===== config.mk =====
export PLATFORM = sky130hd
export DESIGN_NAME = stream_group_reverser_unit
export DESIGN_NICKNAME = d
export VERILOG_FILES = /design/src/design/sgr_pkg.sv /design/src/design/sgr_ram.sv /design/src/design/sgr_ctrl.sv /design/src/design/sgr_dpath.sv /design/src/design/stream_group_reverser_unit.sv
export VERILOG_INCLUDE_DIRS = /design/src /design/src/design
export SDC_FILE = /design/constraint.sdc
export NUM_CORES = 1
export LEC_CHECK = 0
export BUFFER_PORTS_ARGS = -buffer_cell sky130_fd_sc_hd__clkbuf_2
export CAP_MARGIN = 20
export CORE_MARGIN = 3
export CORE_UTILIZATION = 45
export CTS_BUF_LIST = sky130_fd_sc_hd__clkbuf_2 sky130_fd_sc_hd__clkbuf_4 sky130_fd_sc_hd__clkbuf_8
export DETAILED_ROUTE_END_ITERATION = 10
export GPL_TIMING_DRIVEN = 0
export SLEW_MARGIN = 20
export SYNTH_ARGS = -nofsm -noshare
export SYNTH_HDL_FRONTEND = slang
export SYNTH_HIERARCHICAL = 1
export SYNTH_SLANG_ARGS = --single-unit

===== constraint.sdc =====
create_clock -name clk -period 4.94 [get_ports clk]
set_input_delay 0.494 -clock clk [delete_from_list [all_inputs] [get_ports clk]]
set_output_delay 0.494 -clock clk [all_outputs]
set_load 0.02 [all_outputs]

===== src/design/stream_group_reverser_unit_macros.svh =====
// Assertion macros for the stream group reverser.
// Used by the top level; expects clk and rst_n in scope.
`ifndef STREAM_GROUP_REVERSER_UNIT_MACROS_SVH
`define STREAM_GROUP_REVERSER_UNIT_MACROS_SVH

// same-cycle implication
`define SGR_ASSERT_IMP(lbl, a, c) \
  lbl: assert property (@(posedge clk) disable iff (!rst_n) (a) |-> (c)) \
    else $error("sgr same-cycle check failed");

// next-cycle implication
`define SGR_ASSERT_NXT(lbl, a, c) \
  lbl: assert property (@(posedge clk) disable iff (!rst_n) (a) |=> (c)) \
    else $error("sgr next-cycle check failed");

`endif


===== src/design/sgr_pkg.sv =====
// Shared types and constants for the stream group reverser.
// No dependencies; imported by sgr_ctrl, sgr_dpath and the top level.
package sgr_pkg;

  localparam int MAX_GROUP = 16;
  localparam int IDX_W     = (MAX_GROUP > 1) ? $clog2(MAX_GROUP) : 1;
  localparam int CNT_W     = $clog2(MAX_GROUP + 1);
  localparam int GS_W      = 5;
  localparam int K_W       = (CNT_W > GS_W) ? CNT_W : GS_W;
  localparam int VAL_W     = 32;

  localparam logic [GS_W-1:0] GS_RESET = GS_W'(1);

  typedef logic [CNT_W-1:0] cnt_t;
  typedef logic [IDX_W-1:0] idx_t;

  typedef struct packed {
    logic signed [VAL_W-1:0] item_value;
    logic                    end_of_sequence;
  } in_beat_t;

  typedef struct packed {
    logic signed [VAL_W-1:0] out_value;
    logic                    out_last;
  } out_beat_t;

  // controller -> datapath
  typedef struct packed {
    logic accept;
    logic rd_issue;
    logic out_load;
  } cmd_t;

  // datapath -> controller
  typedef struct packed {
    logic emit;
    logic more;
    logic out_free;
  } stat_t;

endpackage


===== src/design/sgr_ram.sv =====
// Generic single-write, single-read RAM with registered read data.
// Standalone; no package dependency.
module sgr_ram #(
  parameter int WIDTH = 32,
  parameter int DEPTH = 16
) (
  input  logic                                   clk,
  input  logic                                   we,
  input  logic [(DEPTH > 1 ? $clog2(DEPTH) : 1)-1:0] waddr,
  input  logic [WIDTH-1:0]                       wdata,
  input  logic                                   re,
  input  logic [(DEPTH > 1 ? $clog2(DEPTH) : 1)-1:0] raddr,
  output logic [WIDTH-1:0]                       rdata
);

  logic [WIDTH-1:0] mem_r [DEPTH];
  logic [WIDTH-1:0] rdata_r;

  always_ff @(posedge clk) begin
    if (we) begin
      mem_r[waddr] <= wdata;
    end
    // read data holds until the next read
    if (re) begin
      rdata_r <= mem_r[raddr];
    end
  end

  assign rdata = rdata_r;

endmodule


===== src/design/sgr_ctrl.sv =====
// Sequencing FSM for the stream group reverser: fill, read, load.
// Depends on sgr_pkg for the command and status structs.
module sgr_ctrl (
  input  logic          clk,
  input  logic          rst_n,
  input  logic          in_valid,
  output logic          in_stall,
  input  sgr_pkg::stat_t st,
  output sgr_pkg::cmd_t  cmd
);
  import sgr_pkg::*;

  localparam logic [1:0] ST_IDLE = 2'd0;
  localparam logic [1:0] ST_READ = 2'd1;
  localparam logic [1:0] ST_LOAD = 2'd2;

  logic [1:0] state_r, state_nxt;

  always_comb begin
    state_nxt    = state_r;
    cmd          = '0;
    case (state_r)
      ST_IDLE: begin
        cmd.accept = in_valid;
        if (in_valid && st.emit) begin
          state_nxt = ST_READ;
        end
      end
      ST_READ: begin
        cmd.rd_issue = 1'b1;
        state_nxt    = ST_LOAD;
      end
      ST_LOAD: begin
        // load the pending word and, if words remain, fetch the next one in the same cycle
        if (st.out_free) begin
          cmd.out_load = 1'b1;
          cmd.rd_issue = st.more;
          state_nxt    = st.more ? ST_LOAD : ST_IDLE;
        end
      end
      default: begin
        state_nxt = ST_IDLE;
      end
    endcase
  end

  always_ff @(posedge clk) begin
    if (!rst_n) begin
      state_r <= ST_IDLE;
    end else begin
      state_r <= state_nxt;
    end
  end

  assign in_stall = (state_r != ST_IDLE);

endmodule


===== src/design/sgr_dpath.sv =====
// Datapath: group size register, fill counter, drain pointer, group RAM
// and output register. Depends on sgr_pkg and sgr_ram.
module sgr_dpath (
  input  logic                  clk,
  input  logic                  rst_n,
  input  logic                  cfg_we,
  input  logic [sgr_pkg::GS_W-1:0] cfg_data,
  input  sgr_pkg::in_beat_t     in_data,
  output logic                  out_valid,
  input  logic                  out_stall,
  output sgr_pkg::out_beat_t    out_data,
  input  sgr_pkg::cmd_t         cmd,
  output sgr_pkg::stat_t        st
);
  import sgr_pkg::*;

  logic [GS_W-1:0] gsize_r;
  cnt_t            fill_r;
  cnt_t            rem_r;
  idx_t            ptr_r;
  logic            rev_r;
  logic            eos_r;
  logic            out_valid_r;
  out_beat_t       out_data_r;

  cnt_t             n_cnt;
  logic [K_W-1:0]   k_eff;
  logic [K_W-1:0]   gs_ext;
  logic             full;
  logic [VAL_W-1:0] rd_word;

  // effective group size: zero acts as one, saturate at the buffer depth
  always_comb begin
    gs_ext = K_W'(gsize_r);
    if (gsize_r == '0) begin
      k_eff = K_W'(1);
    end else if (gs_ext > K_W'(MAX_GROUP)) begin
      k_eff = K_W'(MAX_GROUP);
    end else begin
      k_eff = gs_ext;
    end
  end

  assign n_cnt = fill_r + cnt_t'(1);
  assign full  = (K_W'(n_cnt) >= k_eff);

  assign st.emit     = full || in_data.end_of_sequence;
  assign st.more     = (rem_r != '0);
  assign st.out_free = !out_valid_r || !out_stall;

  sgr_ram #(
    .WIDTH (VAL_W),
    .DEPTH (MAX_GROUP)
  ) u_ram (
    .clk   (clk),
    .we    (cmd.accept),
    .waddr (fill_r[IDX_W-1:0]),
    .wdata (in_data.item_value),
    .re    (cmd.rd_issue),
    .raddr (ptr_r),
    .rdata (rd_word)
  );

  always_ff @(posedge clk) begin
    if (!rst_n) begin
      gsize_r     <= GS_RESET;
      fill_r      <= '0;
      rem_r       <= '0;
      out_valid_r <= 1'b0;
    end else begin
      if (cfg_we) begin
        gsize_r <= cfg_data;
      end
      if (cmd.accept) begin
        if (st.emit) begin
          fill_r <= '0;
          rem_r  <= n_cnt;
        end else begin
          fill_r <= n_cnt;
        end
      end else if (cmd.rd_issue) begin
        rem_r <= rem_r - cnt_t'(1);
      end
      if (cmd.out_load) begin
        out_valid_r <= 1'b1;
      end else if (!out_stall) begin
        out_valid_r <= 1'b0;
      end
    end
  end

  always_ff @(posedge clk) begin
    if (cmd.accept && st.emit) begin
      rev_r <= full;
      eos_r <= in_data.end_of_sequence;
      ptr_r <= full ? fill_r[IDX_W-1:0] : '0;
    end else if (cmd.rd_issue) begin
      ptr_r <= rev_r ? ptr_r - idx_t'(1) : ptr_r + idx_t'(1);
    end
    if (cmd.out_load) begin
      out_data_r.out_value <= rd_word;
      // all reads issued means this is the group's final word
      out_data_r.out_last  <= eos_r && (rem_r == '0);
    end
  end

  assign out_valid = out_valid_r;
  assign out_data  = out_data_r;

endmodule


===== src/design/stream_group_reverser_unit.sv =====
// Stream group reverser.
// Input beats (in_valid/in_stall/in_data) carry a signed 32-bit value and an
// end-of-sequence flag. Values collect in a 16-entry group RAM. When the
// count reaches the group size the group leaves newest first; when the
// sequence ends short of a full group the leftovers leave in arrival order.
// The final result beat of a sequence has out_last set.
// cfg_we/cfg_data write the 5-bit group size (reset 1, zero acts as 1,
// values above the buffer depth saturate); write only while idle.
// A beat that does not close a group is taken without a stall. A beat that
// closes a group of n values: the group drains through the READ and LOAD
// states over the registered RAM read port, one result per cycle while
// out_stall is low, and in_stall stays high until the last result is loaded.
// The output register lets an input beat in while a result waits.
// Out stall freezes the drain in LOAD: the held result stays and no further read is issued.
// Reset (rst_n, synchronous) empties the group and the output register and
// sets the group size to 1; RAM contents are not cleared.
// Depends on sgr_pkg, sgr_ctrl, sgr_dpath, sgr_ram and the macros header.
`include "stream_group_reverser_unit_macros.svh"

module stream_group_reverser_unit (
  input  logic                     clk,
  input  logic                     rst_n,
  input  logic                     cfg_we,
  input  logic [sgr_pkg::GS_W-1:0] cfg_data,
  input  logic                     in_valid,
  output logic                     in_stall,
  input  sgr_pkg::in_beat_t        in_data,
  output logic                     out_valid,
  input  logic                     out_stall,
  output sgr_pkg::out_beat_t       out_data
);
  import sgr_pkg::*;

  cmd_t  cmd;
  stat_t st;

  sgr_ctrl u_ctrl (
    .clk      (clk),
    .rst_n    (rst_n),
    .in_valid (in_valid),
    .in_stall (in_stall),
    .st       (st),
    .cmd      (cmd)
  );

  sgr_dpath u_dpath (
    .clk       (clk),
    .rst_n     (rst_n),
    .cfg_we    (cfg_we),
    .cfg_data  (cfg_data),
    .in_data   (in_data),
    .out_valid (out_valid),
    .out_stall (out_stall),
    .out_data  (out_data),
    .cmd       (cmd),
    .st        (st)
  );

  // a read is only issued while words remain in the group
  `SGR_ASSERT_IMP(a_read_has_word, cmd.rd_issue, st.more)
  // a closing beat blocks input for the drain
  `SGR_ASSERT_NXT(a_drain_stalls_in, cmd.accept && st.emit, in_stall)
  // a load always presents a result
  `SGR_ASSERT_NXT(a_load_shows_out, cmd.out_load, out_valid)
  // no load may overwrite a held result
  `SGR_ASSERT_IMP(a_no_overwrite, cmd.out_load, !out_valid || !out_stall)

endmodule

======== Word level (Yosys, flattened, before mapping) ========
Memories as Yosys holds them, arrays and structs flattened. A register that Yosys moved wholly into a read port is not among the register bits.
Cells that the tools add are included.
word-level totals
  bits in registers ....................... 57
  memory bits (writable) .................. 512
  bits of input ports ..................... 43
  output and inout bits ................... 35
  logic and storage cells ................. 61
  memories ................................ 1
operators by class
  add/sub/neg operators ................... 4
  magnitude comparators ................... 2
  equality and inequality tests ........... 6
  multiplexer cells ....................... 22
  reductions and logical operators ........ 16
memories
  name                 depth  bits a word  rd ports  clocked after memory_dff  write ports  RTL line       source
  u_dpath.u_ram.mem_r  16     32           1         1                         1            sgr_ram.sv:16  logic [WIDTH-1:0] mem_r [DEPTH];
operator list
  cell                 count
  $mux 5               6
  $mux 4               4
  $logic_not 5->1      2
  $mux 2               4
  $mux 1               6
  $pmux 2 s3           1
  $reduce_bool 2->1    3
  $add 5x1->5 const B  1
  $ge 5x5->1           1
  $gt 5x5->1 const B   1
  $reduce_bool 5->1    1
  $sub 5x1->5 const B  1
  $add 4x1->4 const B  1
  $ne 2x1->1 const B   2
  $ne 2x2->1 const B   2
  $reduce_and 2->1     2
  $sub 4x1->4 const B  1
  $logic_and 1x1->1    3
  $eq 2x1->1 const B   1
  $eq 2x2->1 const B   1
  $logic_not 1->1      2
  $logic_not 2->1      1
  $logic_or 1x1->1     2
  $pmux 1 s2           1

======== Depth between registers and ports, before layout ========
  depth in word-level cells ............... 8
  gate-level depth with buffers ........... 11
  mapped depth without buffers ............ 11

======== Hierarchy ========
Netlist, hierarchy kept.
by module, submodules not included
  module     instances  cells an instance  area an instance (um^2)  sequential area each (um^2)
  sgr_ram    1          838                20174.3                  16335.7
  sgr_dpath  1          177                2302.2                   1491.4
  sgr_ctrl   1          23                 195.2                    40.0

======== Least setup slack after synthesis ========
No wires, ideal clock.
  path type ............................... reg-to-reg
  start point ............................. register u_ctrl.state_r[0]
  end point ............................... memory u_dpath.u_ram.mem_r[0][0], enable pin
  library setup time ...................... 0.461 ns
  arrival time ............................ 3.577 ns
  required time ........................... 4.479 ns
  slack ................................... 0.902 ns
  cell stages (with the launch flop) ...... 6
  buffers on the path ..................... 0
  clock period less this slack ............ 4.038 ns
  cell sequence ........................... dfxtp_1 -> inv_1 -> ha_1 -> and2_1 -> or3b_2 -> nor3_1
RTL lines
  item                    RTL line        source
  start, declared         sgr_ctrl.sv:17  logic [1:0] state_r, state_nxt;
  start signal, assigned  sgr_ctrl.sv:51  state_r <= state_nxt;
  end, declared           sgr_ram.sv:16

======== Worst setup path in the final report ========
  start point ............................. register u_dpath.fill_r[0]
  end point ............................... register u_dpath.rem_r[1]
on the way
  word-level cells in the longest chain between the ends .. 5
  elaborated cells on any way between the ends .. 7
  classes of those cells .................. add/sub (1); order compare (1); eq/ne (1); mux (2); reduce/logical (2)
RTL lines
  item                        RTL line         source
  start, declared             sgr_dpath.sv:18  cnt_t fill_r;
  start signal, assigned      sgr_dpath.sv:79  fill_r <= n_cnt;
  $add 5x1->5 (*)             sgr_dpath.sv:44  assign n_cnt = fill_r + cnt_t'(1);
  $ge 5x5->1                  sgr_dpath.sv:45  assign full = (K_W'(n_cnt) >= k_eff);
  $logic_or 1x1->1            sgr_dpath.sv:47  assign st.emit = full || in_data.end_of_sequence;
  $ne 2x2->1 (no line)        --
  $reduce_and 2->1 (no line)  --
  end signal, assigned        sgr_dpath.sv:77  rem_r <= n_cnt;
  end signal, assigned        sgr_dpath.sv:82  rem_r <= rem_r - cnt_t'(1);
  end, declared               sgr_dpath.sv:19  cnt_t rem_r;
Mark *: on every way between the ends. The rest lies on a longest branch, timed or not. The select of a mux whose other input is x is not followed.
A chain may end at the register's enable or synchronous reset.

==> summary.txt <==
Outcome
  – Outcome: finished clean

STA
  – Tmin final: 3000 ps
  – Setup Skew: 19.1 ps
  – Final worst slack: 1940 ps
  – Final worst-path cycle share: 60.7%
  – Hold violation total from the final report: 0
  – Fin. max-slew vios: 0
  – Min Hold Slack: 88.4 ps
  – Fmax: 334 MHz
  – Rel. slew slack: 34.5%
  – RSZ-0062 raised after global routing: false
  – Tightest Pin Transition: 983 ps
  – Setup tns final: 0 ps
  – # setup viols final: 0

Route
  – Via density per instance: 5.55
  – DRC: 0
  – Final ANT Viol Nets: 0
  – DR WL/cell: 24.7 microns
  – Vias: 11047
  – Pre-Repair DR Iteration Count: 5
  – Final WL: 49100 microns
  – DRT iter0 DRCs: 963

Layout
  – Cell Count, Final, Fillers Out: 1989
  – Syn-to-layout area delta: 16.3%
  – Fraction of layout cells with a size suffix above 1: 32.7%
  – Fin area: 26400 sq um
  – Post-Route Utilization: 53.4%
  – Final net count: 1306

Global routing
  – Initial antenna violation count: 4
  – Vias in the first global route: 11706
  – Grt total ovfl: 0
  – First-pass GRT wire length: 73900 microns
  – Tot GR Track Use: 18.9%
  – Largest net degree at the start of global routing: 22

Yosys
  – Seq/Total Area, Yosys: 78.8%
  – EDFF count, synth: 583
  – Cells after synthesis: 1038
  – Ys Warns: 6
  – Yosys top cell area share: 77.2%
  – Mapped Nets: 1096
  – Post-Syn Area per Cell: 21.8 sq um
  – Most common cell in the netlist: edfxtp_1
  – Post-Syn Area: 22700 sq um
  – Top cells by count, synth: edfxtp_1 (583), mux4_2 (128), a22oi_1 (64), nand2_1 (48), nor2_1 (26)
  – Yosys top cell by area: edfxtp_1
  – FF+latch count, synth: 601
  – Primary FF master, synth: edfxtp_1
  – Ranking of synthesized cells by area: edfxtp_1 (77%), mux4_2 (13%), a22oi_1 (2.1%)
  – Synth cell types: 49
  – Synth async-reset ratio: 0%

Floorplanning
  – IO Count: 78
  – Core footprint: 49400 sq um
  – Die width: 230 microns
  – Die area: 53100 sq um
  – Die H: 230 microns
  – Initial Utilization: 45.9%
  – Core Rows: 81

Job
  – Max Cap Viol: 0

CTS
  – Post_cts resized: 0
  – Clock Latency Late Sink: 650 ps
  – Htree depth: 3
  – Hold_buf cts: 0
  – CTS tree: built
  – Root Driver: clkbuf_8
  – CTS Buffer Depth: 3
  – Number of setup buffers added after CTS: 0
  – Clk slew on worst S/H paths: 60 ps
  – CTS Buf Count: 97
  – Clock sinks: 601

Setup path
  – Crit path arrival time: 3530 ps
  – Crit path max fanout: 14
  – Worst setup EP type: register
  – Worst-path cell chain: ha_1 > nand3_1 > xnor2_1 > ha_1 > nor4_2 > nor2_2 > nand3_2 > inv_2 > nor3_1 > a2111oi_2
  – Worst path required time: 5470 ps
  – CP max-delay cell: dfxtp_1
  – Crit path launch type: register
  – Slowest cell delay on critical path: 670 ps
  – CP dominant cell by count: ha_1
  – Crit path kind: register to register

Placed design
  – Area after DPL: 24500 sq um
  – Port Buf Inserts: 76
  – Worst slack at placement: 1970 ps
  – GPL Wtd Cong: 0.734
  – DP HPWL: 31200 microns
  – Cells after DPL: 1813

Power
  – Pleak: 8.61 nW
  – P per Cell Area: 532 nW/um^2
  – Psw: 4.13 mW
  – Comb pwr share: 26.4%
  – Design Power: 14.0 mW
  – Internal power: 9.91 mW
  – Maximum VDD drop: 0.228 mV
  – Sequential share of power: 44.4%
  – Sw frac: 29.4%
  – Clock share of power: 29.3%

Min path
  – Hold crit path type: input port to register
==> critical path, delay by kind of cell (launching register included) <==
family	cells	cell delay (ps)
DFF	1	670
adders and majority gates	2	640
xor gates and xnor gates	1	240
and+or+nand+nor	5	810
buffers and inverters	1	190
AOI/OAI and AO/OA	1	330
==> cells in the final DEF (no fill, tap or decap), types with 4 or more instances in the layout <==
master        n
edfxtp_1    583
mux4_2      128
clkbuf_8     99
clkbuf_2     76
a22oi_1      64
nand2_1      48
buf_4        29
clkbuf_4     27
clkinv_1     27
clkbuf_1     20
dfxtp_1      18
nor2_1       14
ha_1         14
inv_1        12
nor2_4       12
clkinv_2     11
a21oi_1      11
buf_12       11
nand3_1       9
buf_1         9
mux2i_1       8
xnor2_1       7
nor3_1        6
clkinvlp_4    5
nor3_2        5
nand2b_1      5
o21ai_0       4
nor2b_1       4
buf_16        4
buf_2         4
buf_6         4
==> path summary, 6_finish.rpt <==
check / startpoint / end / slack [ps] / cells after the start
worst min register to register: u_dpath/u_ram/rdata[2] / u_dpath/out_data[3] / 420 / 0
worst min-delay path: cfg_data[0] / u_dpath/gs_ext[0] / 90 / 3
worst max register to register: u_dpath/fill_r[0] / u_dpath/rem_r[1] / 1940 / 10
worst max-delay path: u_dpath/fill_r[0] / u_dpath/rem_r[1] / 1940 / 10
==> layer usage <==
| layer | share of wire [%] | track usage, % |
|---|---|---|
| met5 | 0.059 | 0 |
| met3 | 6.7 | 4.45 |
| met4 | 1.6 | 5.79 |
| met1 | 43 | 26.0 |
| met2 | 49 | 30.3 |
==> kinds of logic after synthesis <==
kind of cell             share of synthesized area, %
AO/OA/AOI/OAI                                    3.07
XOR/XNOR                                        0.386
adder cells (fa/ha/maj)                         0.861
buffers and inverters                            1.27
flip-flops                                       78.8
multiplexers                                     13.1
AND/OR/NAND/NOR                                  2.53
==> power groups by stage <==
| stage | sequential [mW] | clock (mW) | combinational (mW) |
|---|---|---|---|
| global placement | 6.35 | 0 | 3.60 |
| detailed placement | 6.33 | 0 | 3.76 |
| floorplan | 6.41 | 0 | 2.40 |
| CTS | 6.23 | 4.23 | 3.77 |
| global route | 6.26 | 4.47 | 4.01 |
| finish | 6.22 | 4.11 | 3.70 |
==> registers in the layout, summed over array words and instances (netlist names) <==
signal               cells
u_dpath/u_ram/rdata     32
u_dpath/gs_ext           5
u_dpath/ptr_r            4
u_dpath/rev_r            1
u_dpath/out_data        33
u_dpath/u_ram/mem_r    512
u_dpath/eos_r            1
u_ctrl/state_r           2
u_dpath/rem_r            5
u_dpath/fill_r           5
u_dpath/out_valid        1
==> final cells by class <==
cell class | count | area [sq um]
repair buffers | 111 | 868
fillers | 3817 | 23000
well taps | 664 | 831
diodes | 2 | 5.00
clock buffers | 126 | 1570
clock inverters | 48 | 304
multi-input cells | 377 | 4630
inverters | 14 | 55.1
flip-flops and latches | 601 | 17900
plain buffers | 46 | 234
Power figures use the tool's default switching activity.
